### src/rtl/ked_pkg.sv
// ked_pkg: shared widths, codes, reset values and types for the key event detector.
// Used by every module of the block; depends on nothing.
`default_nettype none

package ked_pkg;

  // Field widths
  localparam int LEVEL_W   = 4;   // raw level bits carried by a tick request
  localparam int KEY_IDX_W = 2;
  localparam int SEL_W     = 3;
  localparam int FLAG_W    = 7;
  localparam int CNT_W     = 16;
  localparam int SCAN_W    = 8;
  localparam int PHASE_W   = 3;
  localparam int IN_DATA_W  = 16;
  localparam int OUT_DATA_W = 8;
  localparam int CFG_IDX_W  = 2;
  localparam int CFG_DATA_W = 16;

  localparam int NUM_KEYS_DEF = 4;

  // Request kinds carried in tuser
  localparam logic ACT_TICK  = 1'b0;
  localparam logic ACT_CHECK = 1'b1;

  // Event flag positions, equal to the event select codes
  localparam logic [SEL_W-1:0] EV_HOLD   = 3'd0;
  localparam logic [SEL_W-1:0] EV_DOWN   = 3'd1;
  localparam logic [SEL_W-1:0] EV_UP     = 3'd2;
  localparam logic [SEL_W-1:0] EV_SINGLE = 3'd3;
  localparam logic [SEL_W-1:0] EV_DOUBLE = 3'd4;
  localparam logic [SEL_W-1:0] EV_LONG   = 3'd5;
  localparam logic [SEL_W-1:0] EV_REPEAT = 3'd6;
  localparam logic [SEL_W-1:0] EV_NONE   = 3'd7;

  // Configuration register indexes
  localparam logic [CFG_IDX_W-1:0] REG_SCAN   = 2'd0;
  localparam logic [CFG_IDX_W-1:0] REG_LONG   = 2'd1;
  localparam logic [CFG_IDX_W-1:0] REG_DOUBLE = 2'd2;
  localparam logic [CFG_IDX_W-1:0] REG_REPEAT = 2'd3;

  // Configuration reset values
  localparam logic [SCAN_W-1:0] SCAN_RST   = 8'd20;
  localparam logic [CNT_W-1:0]  LONG_RST   = 16'd2000;
  localparam logic [CNT_W-1:0]  DOUBLE_RST = 16'd200;
  localparam logic [CNT_W-1:0]  REPEAT_RST = 16'd100;

  // Timer reload values shared by all lanes
  typedef struct packed {
    logic [CNT_W-1:0] long_ticks;
    logic [CNT_W-1:0] double_ticks;
    logic [CNT_W-1:0] repeat_ticks;
  } ked_cfg_t;

  // Per-request control broadcast to all lanes and the merge stage
  typedef struct packed {
    logic                 tick;    // accepted tick request
    logic                 sample;  // this tick samples the levels
    logic                 check;   // accepted check request
    logic [KEY_IDX_W-1:0] key;
    logic [SEL_W-1:0]     sel;
  } ked_ctrl_t;

endpackage

`default_nettype wire

### src/rtl/key_event_detector.sv
// Key event detector: one lane per key, a sample counter, configuration
// registers and a merge stage with the output register. Depends on ked_pkg.
//
// Takes one request per clock: a tick (tuser 0) advances all key timers and,
// every scan_period ticks, samples the key levels; a check (tuser 1) reports
// and consumes one pending event of one key. Every request yields one result
// in the cycle after acceptance, held in a single output register; a new request
// is taken in the same cycle that the previous result is taken, so the rate is
// one request per cycle while out_tready stays high. All keys update in
// parallel lanes within that cycle. Configuration writes take effect at once
// and are always accepted; write them only while no request is in flight.
`default_nettype none

module key_event_detector #(
  parameter int NUM_KEYS = ked_pkg::NUM_KEYS_DEF
) (
  input  wire logic                                clk,
  input  wire logic                                rst_n,
  // in_tdata: [3:0] key_levels, [5:4] key_index, [8:6] event_select, rest zero
  input  wire logic                                in_tvalid,
  output logic                                     in_tready,
  input  wire logic [ked_pkg::IN_DATA_W-1:0]       in_tdata,
  // in_tuser: [0] action (0 tick, 1 check)
  input  wire logic                                in_tuser,
  // out_tdata: [0] event_hit, [7:1] pending_flags
  output logic                                     out_tvalid,
  input  wire logic                                out_tready,
  output logic [ked_pkg::OUT_DATA_W-1:0]           out_tdata,
  input  wire logic                                cfg_valid,
  output logic                                     cfg_ready,
  input  wire logic [ked_pkg::CFG_IDX_W-1:0]       cfg_index,
  input  wire logic [ked_pkg::CFG_DATA_W-1:0]      cfg_data
);

  logic                         accept;
  logic [ked_pkg::LEVEL_W-1:0]  levels;
  ked_pkg::ked_ctrl_t           ctrl;
  ked_pkg::ked_cfg_t            cfg;
  logic [ked_pkg::SCAN_W-1:0]   scan_r;
  logic [ked_pkg::CNT_W-1:0]    long_r, double_r, repeat_r;
  logic [ked_pkg::SCAN_W-1:0]   scnt_r, scnt_inc;
  logic [ked_pkg::FLAG_W-1:0]   flags_cur [NUM_KEYS];
  logic [ked_pkg::FLAG_W-1:0]   flags_nxt [NUM_KEYS];

  assign accept   = in_tvalid && in_tready;
  assign levels   = in_tdata[3:0];
  assign scnt_inc = scnt_r + 1'b1;

  // Decode the request into lane control
  assign ctrl.tick   = accept && (in_tuser == ked_pkg::ACT_TICK);
  assign ctrl.sample = ctrl.tick && (scnt_inc == scan_r);
  assign ctrl.check  = accept && (in_tuser == ked_pkg::ACT_CHECK);
  assign ctrl.key    = in_tdata[5:4];
  assign ctrl.sel    = in_tdata[8:6];

  assign cfg.long_ticks   = long_r;
  assign cfg.double_ticks = double_r;
  assign cfg.repeat_ticks = repeat_r;

  // Configuration registers
  assign cfg_ready = 1'b1;

  always_ff @(posedge clk) begin
    if (!rst_n) begin
      scan_r   <= ked_pkg::SCAN_RST;
      long_r   <= ked_pkg::LONG_RST;
      double_r <= ked_pkg::DOUBLE_RST;
      repeat_r <= ked_pkg::REPEAT_RST;
    end else if (cfg_valid && cfg_ready) begin
      unique case (cfg_index)
        ked_pkg::REG_SCAN:   scan_r   <= cfg_data[ked_pkg::SCAN_W-1:0];
        ked_pkg::REG_LONG:   long_r   <= cfg_data;
        ked_pkg::REG_DOUBLE: double_r <= cfg_data;
        ked_pkg::REG_REPEAT: repeat_r <= cfg_data;
        default: begin
          scan_r <= scan_r;
        end
      endcase
    end
  end

  // Advance the sample counter on each tick, wrap to zero on a sample
  always_ff @(posedge clk) begin
    if (!rst_n) begin
      scnt_r <= '0;
    end else if (ctrl.tick) begin
      scnt_r <= ctrl.sample ? '0 : scnt_inc;
    end
  end

  // One lane per key; keys past the level field read unpressed
  for (genvar k = 0; k < NUM_KEYS; k++) begin : g_lane
    logic lane_level;
    if (k < ked_pkg::LEVEL_W) begin : g_lvl
      assign lane_level = levels[k];
    end else begin : g_nolvl
      assign lane_level = 1'b0;
    end
    ked_lane #(
      .KEY_ID (k)
    ) u_lane (
      .clk       (clk),
      .rst_n     (rst_n),
      .ctrl      (ctrl),
      .cfg       (cfg),
      .level     (lane_level),
      .flags_cur (flags_cur[k]),
      .flags_nxt (flags_nxt[k])
    );
  end

  ked_merge #(
    .NUM_KEYS (NUM_KEYS)
  ) u_merge (
    .clk       (clk),
    .rst_n     (rst_n),
    .ctrl      (ctrl),
    .accept    (accept),
    .flags_cur (flags_cur),
    .flags_nxt (flags_nxt),
    .in_ready  (in_tready),
    .out_valid (out_tvalid),
    .out_ready (out_tready),
    .out_data  (out_tdata)
  );

endmodule

`default_nettype wire

### src/rtl/ked_lane.sv
// ked_lane: per-key core with level history, click phase machine, countdown and flags.
// Depends on ked_pkg; one copy per key in key_event_detector.
`default_nettype none

module ked_lane #(
  parameter int KEY_ID = 0
) (
  input  wire logic                       clk,
  input  wire logic                       rst_n,
  input  wire ked_pkg::ked_ctrl_t         ctrl,
  input  wire ked_pkg::ked_cfg_t          cfg,
  input  wire logic                       level,
  output logic [ked_pkg::FLAG_W-1:0]      flags_cur,
  output logic [ked_pkg::FLAG_W-1:0]      flags_nxt
);

  localparam logic [ked_pkg::PHASE_W-1:0] PH_IDLE    = 3'd0;
  localparam logic [ked_pkg::PHASE_W-1:0] PH_PRESSED = 3'd1;
  localparam logic [ked_pkg::PHASE_W-1:0] PH_WAIT2   = 3'd2;
  localparam logic [ked_pkg::PHASE_W-1:0] PH_SECOND  = 3'd3;
  localparam logic [ked_pkg::PHASE_W-1:0] PH_REPEAT  = 3'd4;

  logic                          cur_r, cur_nxt;
  logic                          prev_r, prev_nxt;
  logic [ked_pkg::PHASE_W-1:0]   phase_r, phase_nxt;
  logic [ked_pkg::CNT_W-1:0]     cd_r, cd_nxt, cd_dec;
  logic [ked_pkg::FLAG_W-1:0]    flags_r, f;
  logic                          cd_zero;
  logic                          key_hit;

  assign cd_dec  = (cd_r != '0) ? cd_r - 1'b1 : cd_r;
  assign cd_zero = (cd_dec == '0);
  assign key_hit = ctrl.check && (int'(ctrl.key) == KEY_ID);

  // Next state: countdown first, then the sample step, or a flag consume
  always_comb begin
    cur_nxt   = cur_r;
    prev_nxt  = prev_r;
    phase_nxt = phase_r;
    cd_nxt    = cd_r;
    f         = flags_r;
    if (ctrl.tick) begin
      cd_nxt = cd_dec;
      if (ctrl.sample) begin
        prev_nxt = cur_r;
        cur_nxt  = level;
        f[ked_pkg::EV_HOLD] = level;
        if (level && !cur_r) f[ked_pkg::EV_DOWN] = 1'b1;
        if (!level && cur_r) f[ked_pkg::EV_UP] = 1'b1;
        unique case (phase_r)
          PH_IDLE: begin
            if (level) begin
              cd_nxt    = cfg.long_ticks;
              phase_nxt = PH_PRESSED;
            end
          end
          PH_PRESSED: begin
            if (!level) begin
              cd_nxt    = cfg.double_ticks;
              phase_nxt = PH_WAIT2;
            end else if (cd_zero) begin
              cd_nxt    = cfg.repeat_ticks;
              f[ked_pkg::EV_LONG] = 1'b1;
              phase_nxt = PH_REPEAT;
            end
          end
          PH_WAIT2: begin
            if (level) begin
              f[ked_pkg::EV_DOUBLE] = 1'b1;
              phase_nxt = PH_SECOND;
            end else if (cd_zero) begin
              f[ked_pkg::EV_SINGLE] = 1'b1;
              phase_nxt = PH_IDLE;
            end
          end
          PH_SECOND: begin
            if (!level) phase_nxt = PH_IDLE;
          end
          PH_REPEAT: begin
            if (!level) begin
              phase_nxt = PH_IDLE;
            end else if (cd_zero) begin
              cd_nxt = cfg.repeat_ticks;
              f[ked_pkg::EV_REPEAT] = 1'b1;
            end
          end
          default: begin
            phase_nxt = phase_r;
          end
        endcase
      end
    end else if (key_hit && ctrl.sel != ked_pkg::EV_HOLD && ctrl.sel != ked_pkg::EV_NONE) begin
      // consume one event; hold only follows the level
      f = flags_r & ~(ked_pkg::FLAG_W'(1) << ctrl.sel);
    end
  end

  assign flags_cur = flags_r;
  assign flags_nxt = f;

  // Hold lane state
  always_ff @(posedge clk) begin
    if (!rst_n) begin
      cur_r   <= 1'b0;
      prev_r  <= 1'b0;
      phase_r <= PH_IDLE;
      cd_r    <= '0;
      flags_r <= '0;
    end else begin
      cur_r   <= cur_nxt;
      prev_r  <= prev_nxt;
      phase_r <= phase_nxt;
      cd_r    <= cd_nxt;
      flags_r <= f;
    end
  end

endmodule

`default_nettype wire

### src/rtl/ked_merge.sv
// ked_merge: selects the indexed key's flags from all lanes, forms the hit bit,
// and holds the result in the output register. Depends on ked_pkg.
`default_nettype none

module ked_merge #(
  parameter int NUM_KEYS = ked_pkg::NUM_KEYS_DEF
) (
  input  wire logic                          clk,
  input  wire logic                          rst_n,
  input  wire ked_pkg::ked_ctrl_t            ctrl,
  input  wire logic                          accept,
  input  wire logic [ked_pkg::FLAG_W-1:0]    flags_cur [NUM_KEYS],
  input  wire logic [ked_pkg::FLAG_W-1:0]    flags_nxt [NUM_KEYS],
  output logic                               in_ready,
  output logic                               out_valid,
  input  wire logic                          out_ready,
  output logic [ked_pkg::OUT_DATA_W-1:0]     out_data
);

  logic [ked_pkg::FLAG_W-1:0]     pick_cur, pick_nxt;
  logic                           hit;
  logic                           valid_r;
  logic [ked_pkg::OUT_DATA_W-1:0] data_r;

  // Select the addressed key; keys beyond the lanes read as zero
  always_comb begin
    pick_cur = '0;
    pick_nxt = '0;
    for (int k = 0; k < NUM_KEYS; k++) begin
      if (int'(ctrl.key) == k) begin
        pick_cur = flags_cur[k];
        pick_nxt = flags_nxt[k];
      end
    end
  end

  assign hit = ctrl.check && (ctrl.sel != ked_pkg::EV_NONE) &&
               (|(pick_cur & (ked_pkg::FLAG_W'(1) << ctrl.sel)));

  // Take a new request whenever the output slot is empty or draining
  assign in_ready = !valid_r || out_ready;

  always_ff @(posedge clk) begin
    if (!rst_n) begin
      valid_r <= 1'b0;
    end else if (accept) begin
      valid_r <= 1'b1;
    end else if (out_ready) begin
      valid_r <= 1'b0;
    end
  end

  always_ff @(posedge clk) begin
    if (accept) begin
      data_r <= {pick_nxt, hit};
    end
  end

  assign out_valid = valid_r;
  assign out_data  = data_r;

endmodule

`default_nettype wire

### config.mk
export PLATFORM = sky130hd
export DESIGN_NAME = key_event_detector
export DESIGN_NICKNAME = d
export VERILOG_FILES = /design/src/rtl/ked_pkg.sv /design/src/rtl/key_event_detector.sv /design/src/rtl/ked_lane.sv /design/src/rtl/ked_merge.sv
export SDC_FILE = /design/constraint.sdc
export NUM_CORES = 1
export LEC_CHECK = 0
export ABC_AREA = 1
export CAP_MARGIN = 10
export CELL_PAD_IN_SITES_DETAIL_PLACEMENT = 2
export CELL_PAD_IN_SITES_GLOBAL_PLACEMENT = 2
export CORE_UTILIZATION = 37
export DETAILED_ROUTE_END_ITERATION = 8
export DONT_BUFFER_PORTS = 1
export PLACE_DENSITY_LB_ADDON = 0.1
export SLEW_MARGIN = 10
export SYNTH_ARGS = -nofsm -noshare
export SYNTH_HDL_FRONTEND = slang
export SYNTH_SLANG_ARGS = --single-unit
### constraint.sdc
create_clock -name clk -period 4.8 [get_ports clk]
set_clock_uncertainty 0.15 [all_clocks]
set_input_delay 0.72 -clock clk [delete_from_list [all_inputs] [get_ports clk]]
set_output_delay 0.72 -clock clk [all_outputs]
set_load 0.02 [all_outputs]
== Word level (Yosys, flattened, before mapping) ==
Index checks and enable logic that the tools add are counted.
Cells by class
  $add $sub $neg: 5
  bitwise operators: 7
  shifts and indexed selects: 1
  equality and inequality tests: 40
  reduce and logical (&&, ||, !) cells: 70
  multiplexer cells: 127
Operators with widths (count)
  16-bit two-way mux: 24
  16-bit one-hot mux with 3 select lines: 4
  7-bit two-way mux: 20
  3-bit two-way mux: 24
  16-bit logical NOT: 4
  16-bit nonzero test: 4
  16-bit by 1-bit subtractor with 16-bit output (second input constant): 4
  3-bit one-hot mux with 4 select lines: 4
  1-bit two-way mux: 46
  7-bit AND: 5
  7-bit AND reduction: 4
  1-bit logical AND: 26
  3-bit by 2-bit equality test with 1-bit output (second input constant): 8
  3-bit by 2-bit inequality test with 1-bit output (second input constant): 8
  2-bit inequality test (second input constant): 8
  4-bit nonzero test: 4
  3-bit by 1-bit equality test with 1-bit output (second input constant): 4
  3-bit equality test (second input constant): 4
  3-bit logical NOT: 4
  2-bit AND reduction: 5
  1-bit logical NOT: 9
  8-bit by 1-bit adder with 8-bit output (second input constant): 1
  2-bit equality test (second input constant): 4
  8-bit equality test: 1
  13 further kinds: 21
Storage, ports and cells
  word-level logic and storage cells: 273
  output and inout port bits: 11
  register bits: 181
  input bits: 40

== Longest topological paths before layout ==
Gate-level depths: netlist of the first run.
  word-level depth: 13
  gate-level depth with buffers: 19
  mapped depth without buffers: 18

== By module ==
Synthesis of the first run repeated with hierarchy kept, for this count alone.
Unflattened totals
  cell total of the unflattened synthesis: 2365
  area, all modules: 14158.6 um^2
By module, submodules not included
  ked_lane at g_lane[1].u_lane ...: cells each 470, area each 2688.8 um^2, sequential area each 540.5 um^2, instances 2
  ked_lane at g_lane[3].u_lane: cells each 468, area each 2687.6 um^2, sequential area each 540.5 um^2, instances 1
  ked_lane at g_lane[0].u_lane: cells each 469, area each 2685.1 um^2, sequential area each 540.5 um^2, instances 1
  key_event_detector: cells each 361, area each 2607.5 um^2, sequential area each 1281.2 um^2, instances 1
  ked_merge: cells each 127, area each 800.8 um^2, sequential area each 260.2 um^2, instances 1

== Worst setup path after synthesis of the first run ==
Ideal clock, no wire load.
  path type: in2reg
  from: in out_tready
  to: reg u_merge.data_r (netlist bit u_merge.out_data[3]) (data pin)
  library setup time: 0.256 ns
  arrival time: 2.316 ns
  buffers on the path: 0
  slack: 2.078 ns
  required time: 4.394 ns
  cell stages on the path: 13
  cells stage by stage: inv_1 nand2_1 nand2_1 inv_1 nand2_1 a31oi_1 nand3_1 o21ai_0 o21ai_0 nand2_1 o21ai_0 a21oi_1 nand2_1
On the way
  longest elaborated chain between the ends: 12
  elaborated cells between the ends (all ways): 33
  classes of those cells: 16 x mux; 17 x reduce/logical
RTL lines
  from (decl): RTL line key_event_detector.sv:27  | input wire logic out_tready,
  1-bit logical OR *: RTL line ked_merge.sv:41  | assign in_ready = !valid_r || out_ready;
  named net in_tready: RTL line key_event_detector.sv:21  | output logic in_tready,
  1-bit logical AND *: RTL line key_event_detector.sv:45  | assign accept = in_tvalid && in_tready;
  named net accept: RTL line key_event_detector.sv:35  | logic accept;
  1-bit logical AND: RTL line key_event_detector.sv:52  | assign ctrl.check = accept && (in_tuser == ked_pkg::ACT_CHECK);
  1-bit logical AND: RTL line ked_lane.sv:33  | assign key_hit = ctrl.check && (int'(ctrl.key) == KEY_ID);
  1-bit logical AND (2 in series): RTL line ked_lane.sv:92  | end else if (key_hit && ctrl.sel != ked_pkg::EV_HOLD && ctrl.sel != ked_pkg::EV_NONE) begin
  7-bit two-way mux: RTL line ked_lane.sv:92
  7-bit two-way mux: RTL line ked_lane.sv:42  | if (ctrl.tick) begin
  7-bit two-way mux (3 in series): RTL line ked_merge.sv:30  | if (int'(ctrl.key) == k) begin
  7-bit two-way mux *: RTL line ked_merge.sv:30
  named net u_merge.pick_nxt, one bit: RTL line ked_merge.sv:20  | logic [ked_pkg::FLAG_W-1:0] pick_cur, pick_nxt;
  to (signal assigned): RTL line ked_merge.sv:55  | data_r <= {pick_nxt, hit};
  to (decl): RTL line ked_merge.sv:23  | logic [ked_pkg::OUT_DATA_W-1:0] data_r;
The timed path passes the listed nets; every way through them passes the cells marked *.
A chain may end at the register's enable or synchronous reset.

== Final worst setup path of the first run ==
  from: reg g_lane[3].u_lane.cd_r[0] (netlist name)
  to: reg u_merge.data_r (netlist bit u_merge.out_data[6]) (data pin)
On the way
  longest elaborated chain between the ends: 9
  elaborated cells between the ends (all ways): 10
  classes of those cells: 1 x add/sub; 7 x mux; 2 x reduce/logical
RTL lines
  from (decl): RTL line ked_lane.sv:26  | logic [ked_pkg::CNT_W-1:0] cd_r, cd_nxt, cd_dec;
  from (signal assigned): RTL line ked_lane.sv:113  | cd_r <= cd_nxt;
  16-bit by 1-bit subtractor with 16-bit output / 16-bit nonzero test (equally long branches): RTL line ked_lane.sv:31  | assign cd_dec = (cd_r != '0) ? cd_r - 1'b1 : cd_r;
  16-bit two-way mux *: RTL line ked_lane.sv:31
  16-bit logical NOT *: RTL line ked_lane.sv:32  | assign cd_zero = (cd_dec == '0);
  1-bit two-way mux *: RTL line ked_lane.sv:61  | end else if (cd_zero) begin
  1-bit two-way mux *: RTL line ked_lane.sv:58  | if (!level) begin
  1-bit two-way mux *: RTL line ked_lane.sv:50  | unique case (phase_r)
  7-bit two-way mux *: RTL line ked_lane.sv:44  | if (ctrl.sample) begin
  7-bit two-way mux *: RTL line ked_lane.sv:42
  7-bit two-way mux *: RTL line ked_merge.sv:30
  named net u_merge.pick_nxt, one bit: RTL line ked_merge.sv:20
Marks and branches as above.

==> results of run 1 <==
final timing paths:
check,startpoint,endpoint,slack (ns),cells past startpoint
setup reg to reg,g_lane[3].u_lane.cd_r[0],u_merge.out_data[6],1.14,17
hold reg to reg,scan_r[6],scan_r[6],0.32,2
hold / removal,rst_n,long_r[10],0.19,1
setup / recovery,g_lane[3].u_lane.cd_r[0],u_merge.out_data[6],1.14,17
layout make-up:
cell class | instances | area, um^2
inverters | 198 | 754
fillers | 4722 | 22000
repair buffers | 22 | 165
well taps | 468 | 586
multi-input cells | 1862 | 8720
diodes | 2 | 5.00
clock inverters | 13 | 136
clock buffers | 19 | 453
flip-flops and latches | 181 | 3700
worst max-delay path: stages (launching register included):
cell,delay [ns]
dfxtp_1,0.44
inv_1,0.14
ha_1,0.30
nand2_2,0.17
nor2_2,0.08
nand2_2,0.38
nand2_1,0.10
nand2_1,0.20
nand2_1,0.08
nor2_1,0.10
nand2_1,0.11
nor2_4,0.39
nand2_1,0.18
inv_1,0.11
nand2_1,0.08
o21ai_1,0.25
nand2_1,0.15
nand4_1,0.12
routing by layer:
| metal | global-route usage | part of all wire | up-vias |
|---|---|---|---|
| li1 | - | - | 7602 |
| met1 | 0.431 | 0.42 | 8195 |
| met2 | 0.596 | 0.47 | 465 |
| met3 | 0.0543 | 0.061 | 138 |
| met4 | 0.172 | 0.045 | 2 |
| met5 | 0 | 0.00020 | - |
synth_stat cells, drive strengths merged, types with 2 or more instances:
| cell type | instances | area (um^2) |
|---|---|---|
| inv | 196 | 743 |
| nor3 | 16 | 85.1 |
| nand4 | 49 | 313 |
| o21a | 2 | 15.0 |
| o21ai | 258 | 1300 |
| a21oi | 228 | 1200 |
| and3 | 2 | 12.5 |
| nand2 | 700 | 2660 |
| ha | 5 | 62.6 |
| nor2 | 328 | 1360 |
| dfxtp | 173 | 3460 |
| o21bai | 3 | 22.5 |
| o211ai | 25 | 193 |
| nand3 | 167 | 858 |
| o22ai | 9 | 56.3 |
| xor2 | 28 | 253 |
| xnor2 | 3 | 26.3 |
| buf | 39 | 277 |
| a211oi | 16 | 120 |
| a221oi | 2 | 17.5 |
| clkbuf | 74 | 278 |
| nand3b | 12 | 90.1 |
| clkinv | 2 | 7.51 |
| edfxtp | 8 | 240 |
cells by family (layout without fill, tap and decap cells):
family	count (synthesis)	after routing	synth area share
and+or+nand+nor	1276	1276	0.393
AOI/OAI and AO/OA	549	549	0.217
buffers and inverters	311	252	0.0951
DFF	181	181	0.270
xor gates and xnor gates	31	31	0.0203
adders and majority gates	5	5	0.00456
other	1	3	0.000273
through the flow:
| step | cells | area, um^2 | hold slack [ns] | worst slack, ns | util |
|---|---|---|---|---|---|
| 6_report | 2765 | 14500 | 0.186 | 1.14 | 0.398 |
| 5_1_grt | 2763 | 14500 | 0.204 | 0.946 | 0.398 |
| 4_1_cts | 2763 | 14500 | 0.207 | 1.22 | 0.398 |
| 3_5_place_dp | 2731 | 13900 | 0.313 | 1.23 | 0.381 |
| 3_3_place_gp | 2731 | 13900 | 0.303 | 1.33 | 0.381 |
| 2_1_floorplan | 2354 | 13700 | 0.294 | 2.08 | - |
registers in the layout, summed over array words and instances, names as in the netlist:
register / cells
g_lane.u_lane.cd_r: 64
g_lane.u_lane.flags_cur: 28
double_r: 16
long_r: 16
repeat_r: 16
g_lane.u_lane.phase_r: 12
scan_r: 8
scnt_r: 8
u_merge.out_data: 8
g_lane.u_lane.cur_r: 4
u_merge.out_valid: 1
cell usage in the layout (no fill, tap or decap), types with 3 or more instances in the layout:
master,Yosys,layout
nand3b_1,12,12
inv_2,11,9
dfxtp_1,173,173
nor2_1,303,303
clkinv_4,0,3
nor3_1,15,14
nand3_1,164,164
nand4_1,48,48
o211ai_1,24,24
ha_1,5,5
nor2_8,3,3
o22ai_1,9,9
inv_8,0,3
nor2_4,5,5
o21ai_1,7,7
o21ai_0,250,250
o21bai_1,3,3
nor2_2,17,17
nand2_2,10,10
xor2_1,27,27
a21oi_2,17,17
a21oi_1,211,211
inv_4,3,6
clkbuf_16,0,17
a211oi_1,16,16
buf_4,7,22
nand2_1,689,689
inv_1,182,182
inv_6,0,3
edfxtp_1,8,8
xnor2_1,3,3
==> impl_metrics.env, run 1 <==
export IMPL_die_area_um2=37900
export IMPL_viasPerCell=5.93
export IMPL_period_needed_ns=3.66
export IMPL_crit_type="flip-flop to flip-flop"
export IMPL_die_x_um=195
export IMPL_synthesis_nets=2399
export IMPL_cap_violations=0
export IMPL_row_count=70
export IMPL_drt_total_wl_um=66200
export IMPL_hold_viol_final=0
export IMPL_cp_arrival_ns=3.85
export IMPL_worst_pin_slew_ns=1.12
export IMPL_cp_start_kind="flip-flop"
export IMPL_clock_sinks=181
export IMPL_grt_pass1_wl_um=103000
export IMPL_synth_cell_types=52
export IMPL_yosysSeqAreaShare=0.270
export IMPL_end_kind="flip-flop"
export IMPL_cts_tree="done"
export IMPL_cp_required_ns=4.99
export IMPL_grt_overflow=0
export IMPL_fmax_ghz=0.273
export IMPL_synthArstFlopShare=0
export IMPL_hold_buffers=0
export IMPL_setup_viol=0
export IMPL_portBuffers=0
export IMPL_clk_pin_slew_ns=0.08
export IMPL_grt_max_degree=82
export IMPL_hold_path_class="input pin to flip-flop"
export IMPL_vias=16400
export IMPL_layout_nets=2327
export IMPL_cts_setup_buffers=0
export IMPL_cp_max_fo=27
export IMPL_syn_inst=2354
export IMPL_area_growth_pct=5.83
export IMPL_slew_headroom=0.248
export IMPL_ys_ff_latch=181
export IMPL_synth_warnings=0
export IMPL_drc=0
export IMPL_htreeDepth=4
export IMPL_cts_buffers=17
export IMPL_drive_above_1_share=0.0566
export IMPL_antenna_found_initial=3
export IMPL_synth_ff_type="dfxtp_1"
export IMPL_core_um2=36500
export IMPL_synth_edf_count=8
export IMPL_place_congestion=0.889
export IMPL_start_util=0.376
export IMPL_dr_pass1_iters=5
export IMPL_setup_tns_ns=0
export IMPL_cts_root_buf="clkbuf_16"
export IMPL_period_share=0.763
export IMPL_clk_latency_ns=0.48
export IMPL_syn_area_um2=13700
export IMPL_avgSynthCellArea_um2=5.83
export IMPL_io_pins=51
export IMPL_wire_per_inst_um=23.9
export IMPL_drt_initial_drc_count=1166
export IMPL_finalMaxSlewViolations=0
export IMPL_cts_resized_gates=0
export IMPL_fp_dieH_um=195
export IMPL_final_antenna_net_count=0
export IMPL_hpwl_um=47100
export IMPL_first_global_vias=17500
export IMPL_ctsLongestPathBuffers=2
export IMPL_status="completed"
export IMPL_rsz0062_at_grt="false"
export IMPL_grt_usage=0.351
Power of run 1 is left out: the tool's default activity adds up to more than one toggle a clock period on the data nets, which glitch-free logic cannot reach.
==> run 2: changes to the inputs <==
--- a/config.mk
+++ b/config.mk
@@ -9,7 +9,7 @@
 export CAP_MARGIN = 10
 export CELL_PAD_IN_SITES_DETAIL_PLACEMENT = 2
 export CELL_PAD_IN_SITES_GLOBAL_PLACEMENT = 2
-export CORE_UTILIZATION = 37
+export CORE_UTILIZATION = 35
 export DETAILED_ROUTE_END_ITERATION = 8
 export DONT_BUFFER_PORTS = 1
 export PLACE_DENSITY_LB_ADDON = 0.1
==> constraint.sdc (replaced) <==
create_clock -name clk -period 3.6 [get_ports clk]
set_clock_uncertainty 0.15 [all_clocks]
set_input_delay 0.54 -clock clk [delete_from_list [all_inputs] [get_ports clk]]
set_output_delay 0.54 -clock clk [all_outputs]
set_load 0.02 [all_outputs]
==> impl_metrics.env, run 2 (same netlist as run 1, synthesis figures left out) <==
export IMPL_dr_pass1_iters=5
export IMPL_cts_setup_buffers=0
export IMPL_grt_max_degree=69
export IMPL_setup_viol=0
export IMPL_htreeDepth=4
export IMPL_period_share=0.905
export IMPL_start_util=0.355
export IMPL_core_um2=38600
export IMPL_cp_arrival_ns=3.43
export IMPL_regMostFlops="g_lane.u_lane.cd_r"
export IMPL_rsz0062_at_grt="false"
export IMPL_antenna_found_initial=0
export IMPL_largest_reg_flops=64
export IMPL_hold_buffers=0
export IMPL_period_needed_ns=3.26
export IMPL_fmax_ghz=0.307
export IMPL_final_antenna_net_count=0
export IMPL_final_setup_worst_slack_ns=0.343
export IMPL_status="completed"
export IMPL_viasPerCell=5.69
export IMPL_row_count=72
export IMPL_hpwl_um=47700
export IMPL_cts_buffers=17
export IMPL_worst_pin_slew_ns=1.03
export IMPL_cp_required_ns=3.77
export IMPL_wire_per_inst_um=23.1
export IMPL_area_growth_pct=6.76
export IMPL_cap_violations=0
export IMPL_cp_max_fo=15
export IMPL_pre_cts_ws_ns=0.233
export IMPL_portBuffers=0
export IMPL_layout_nets=2339
export IMPL_place_congestion=0.881
export IMPL_cp_start_kind="flip-flop"
export IMPL_drt_total_wl_um=65200
export IMPL_drive_above_1_share=0.0607
export IMPL_layout_commonest_cell="nand2_1"
export IMPL_first_global_vias=16900
export IMPL_cts_tree="done"
export IMPL_ctsLongestPathBuffers=2
export IMPL_die_x_um=200
export IMPL_slew_headroom=0.314
export IMPL_setup_tns_ns=0
export IMPL_die_area_um2=40000
export IMPL_finalMaxSlewViolations=0
export IMPL_clk_latency_ns=0.46
export IMPL_crit_type="flip-flop to flip-flop"
export IMPL_cts_resized_gates=0
export IMPL_clk_pin_slew_ns=0.08
export IMPL_diodes=0
export IMPL_io_pins=51
export IMPL_cts_root_buf="clkbuf_16"
export IMPL_grt_pass1_wl_um=99400
export IMPL_grt_overflow=0
export IMPL_hold_path_class="input pin to flip-flop"
export IMPL_end_kind="flip-flop"
export IMPL_drt_initial_drc_count=1061
export IMPL_fp_dieH_um=200
export IMPL_clock_sinks=181
export IMPL_hold_viol_final=0
export IMPL_grt_usage=0.331
export IMPL_drc=0
export IMPL_vias=16100
export IMPL_layout_common_cells="688 x nand2_1, 303 x nor2_1, 250 x o21ai_0, 211 x a21oi_1, 182 x inv_1"
-- run 2: cell count changes in the layout (fill, tap and decap cells not counted), sizes merged --
cell,before,now
buf,22,34
bufinv,1,0
clkbuf,19,20
clkinv,6,9
clkinvlp,1,3
diode,2,0
inv,203,198
-- run 2: through the flow --
| step | std cells | utilization | area, um^2 | hold WS, ns |
|---|---|---|---|---|
| CTS | 2825 | 0.379 | 14600 | 0.0207 |
| detailed placement | 2793 | 0.365 | 14100 | 0.325 |
| global route | 2825 | 0.379 | 14700 | 0.0362 |
| finish | 2825 | 0.379 | 14700 | 0.0378 |
| floorplan | 2354 | - | 13700 | 0.294 |
| global placement | 2793 | 0.365 | 14100 | 0.305 |
-- run 2: cell type report --
class                   instances  area, um^2
well taps                     518         648
clock inverters                12         100
fillers                      4912       24000
clock buffers                  20         437
inverters                     198         754
flip-flops and latches        181        3700
multi-input cells            1862        8730
repair buffers                 34         280
-- run 2: worst paths after layout --
path / start / end / slack, ns / cells after the start
worst max-delay path: u_merge.out_valid / g_lane[2].u_lane.cd_r[11] / 0.34 / 15
worst min-delay path: rst_n / g_lane[0].u_lane.phase_r[2] / 0.04 / 2
worst max register to register: u_merge.out_valid / g_lane[2].u_lane.cd_r[11] / 0.34 / 15
worst min register to register: g_lane[0].u_lane.cd_r[15] / g_lane[0].u_lane.cd_r[15] / 0.33 / 2
-- run 2: routing by layer --
layer,track usage,routed length (um)
met3,0.0459,2540
met5,0,0
met4,0.163,3120
met1,0.409,28800
met2,0.564,30700
-- run 2: worst max-delay path, stage by stage, from the launching register on --
cell and delay, ns:
dfxtp_1 0.38, nand2_1 0.24, nand2_1 0.15, nor2_2 0.37, nand2_1 0.12, nor2_1 0.11, o21ai_0 0.13, nor2_2 0.16
nand4_1 0.10, buf_4 0.23, inv_2 0.22, nand2_1 0.29, nor2_1 0.19, nand2_1 0.09, nand3_1 0.08, a21oi_1 0.08
Power of run 2 is left out for the same reason.
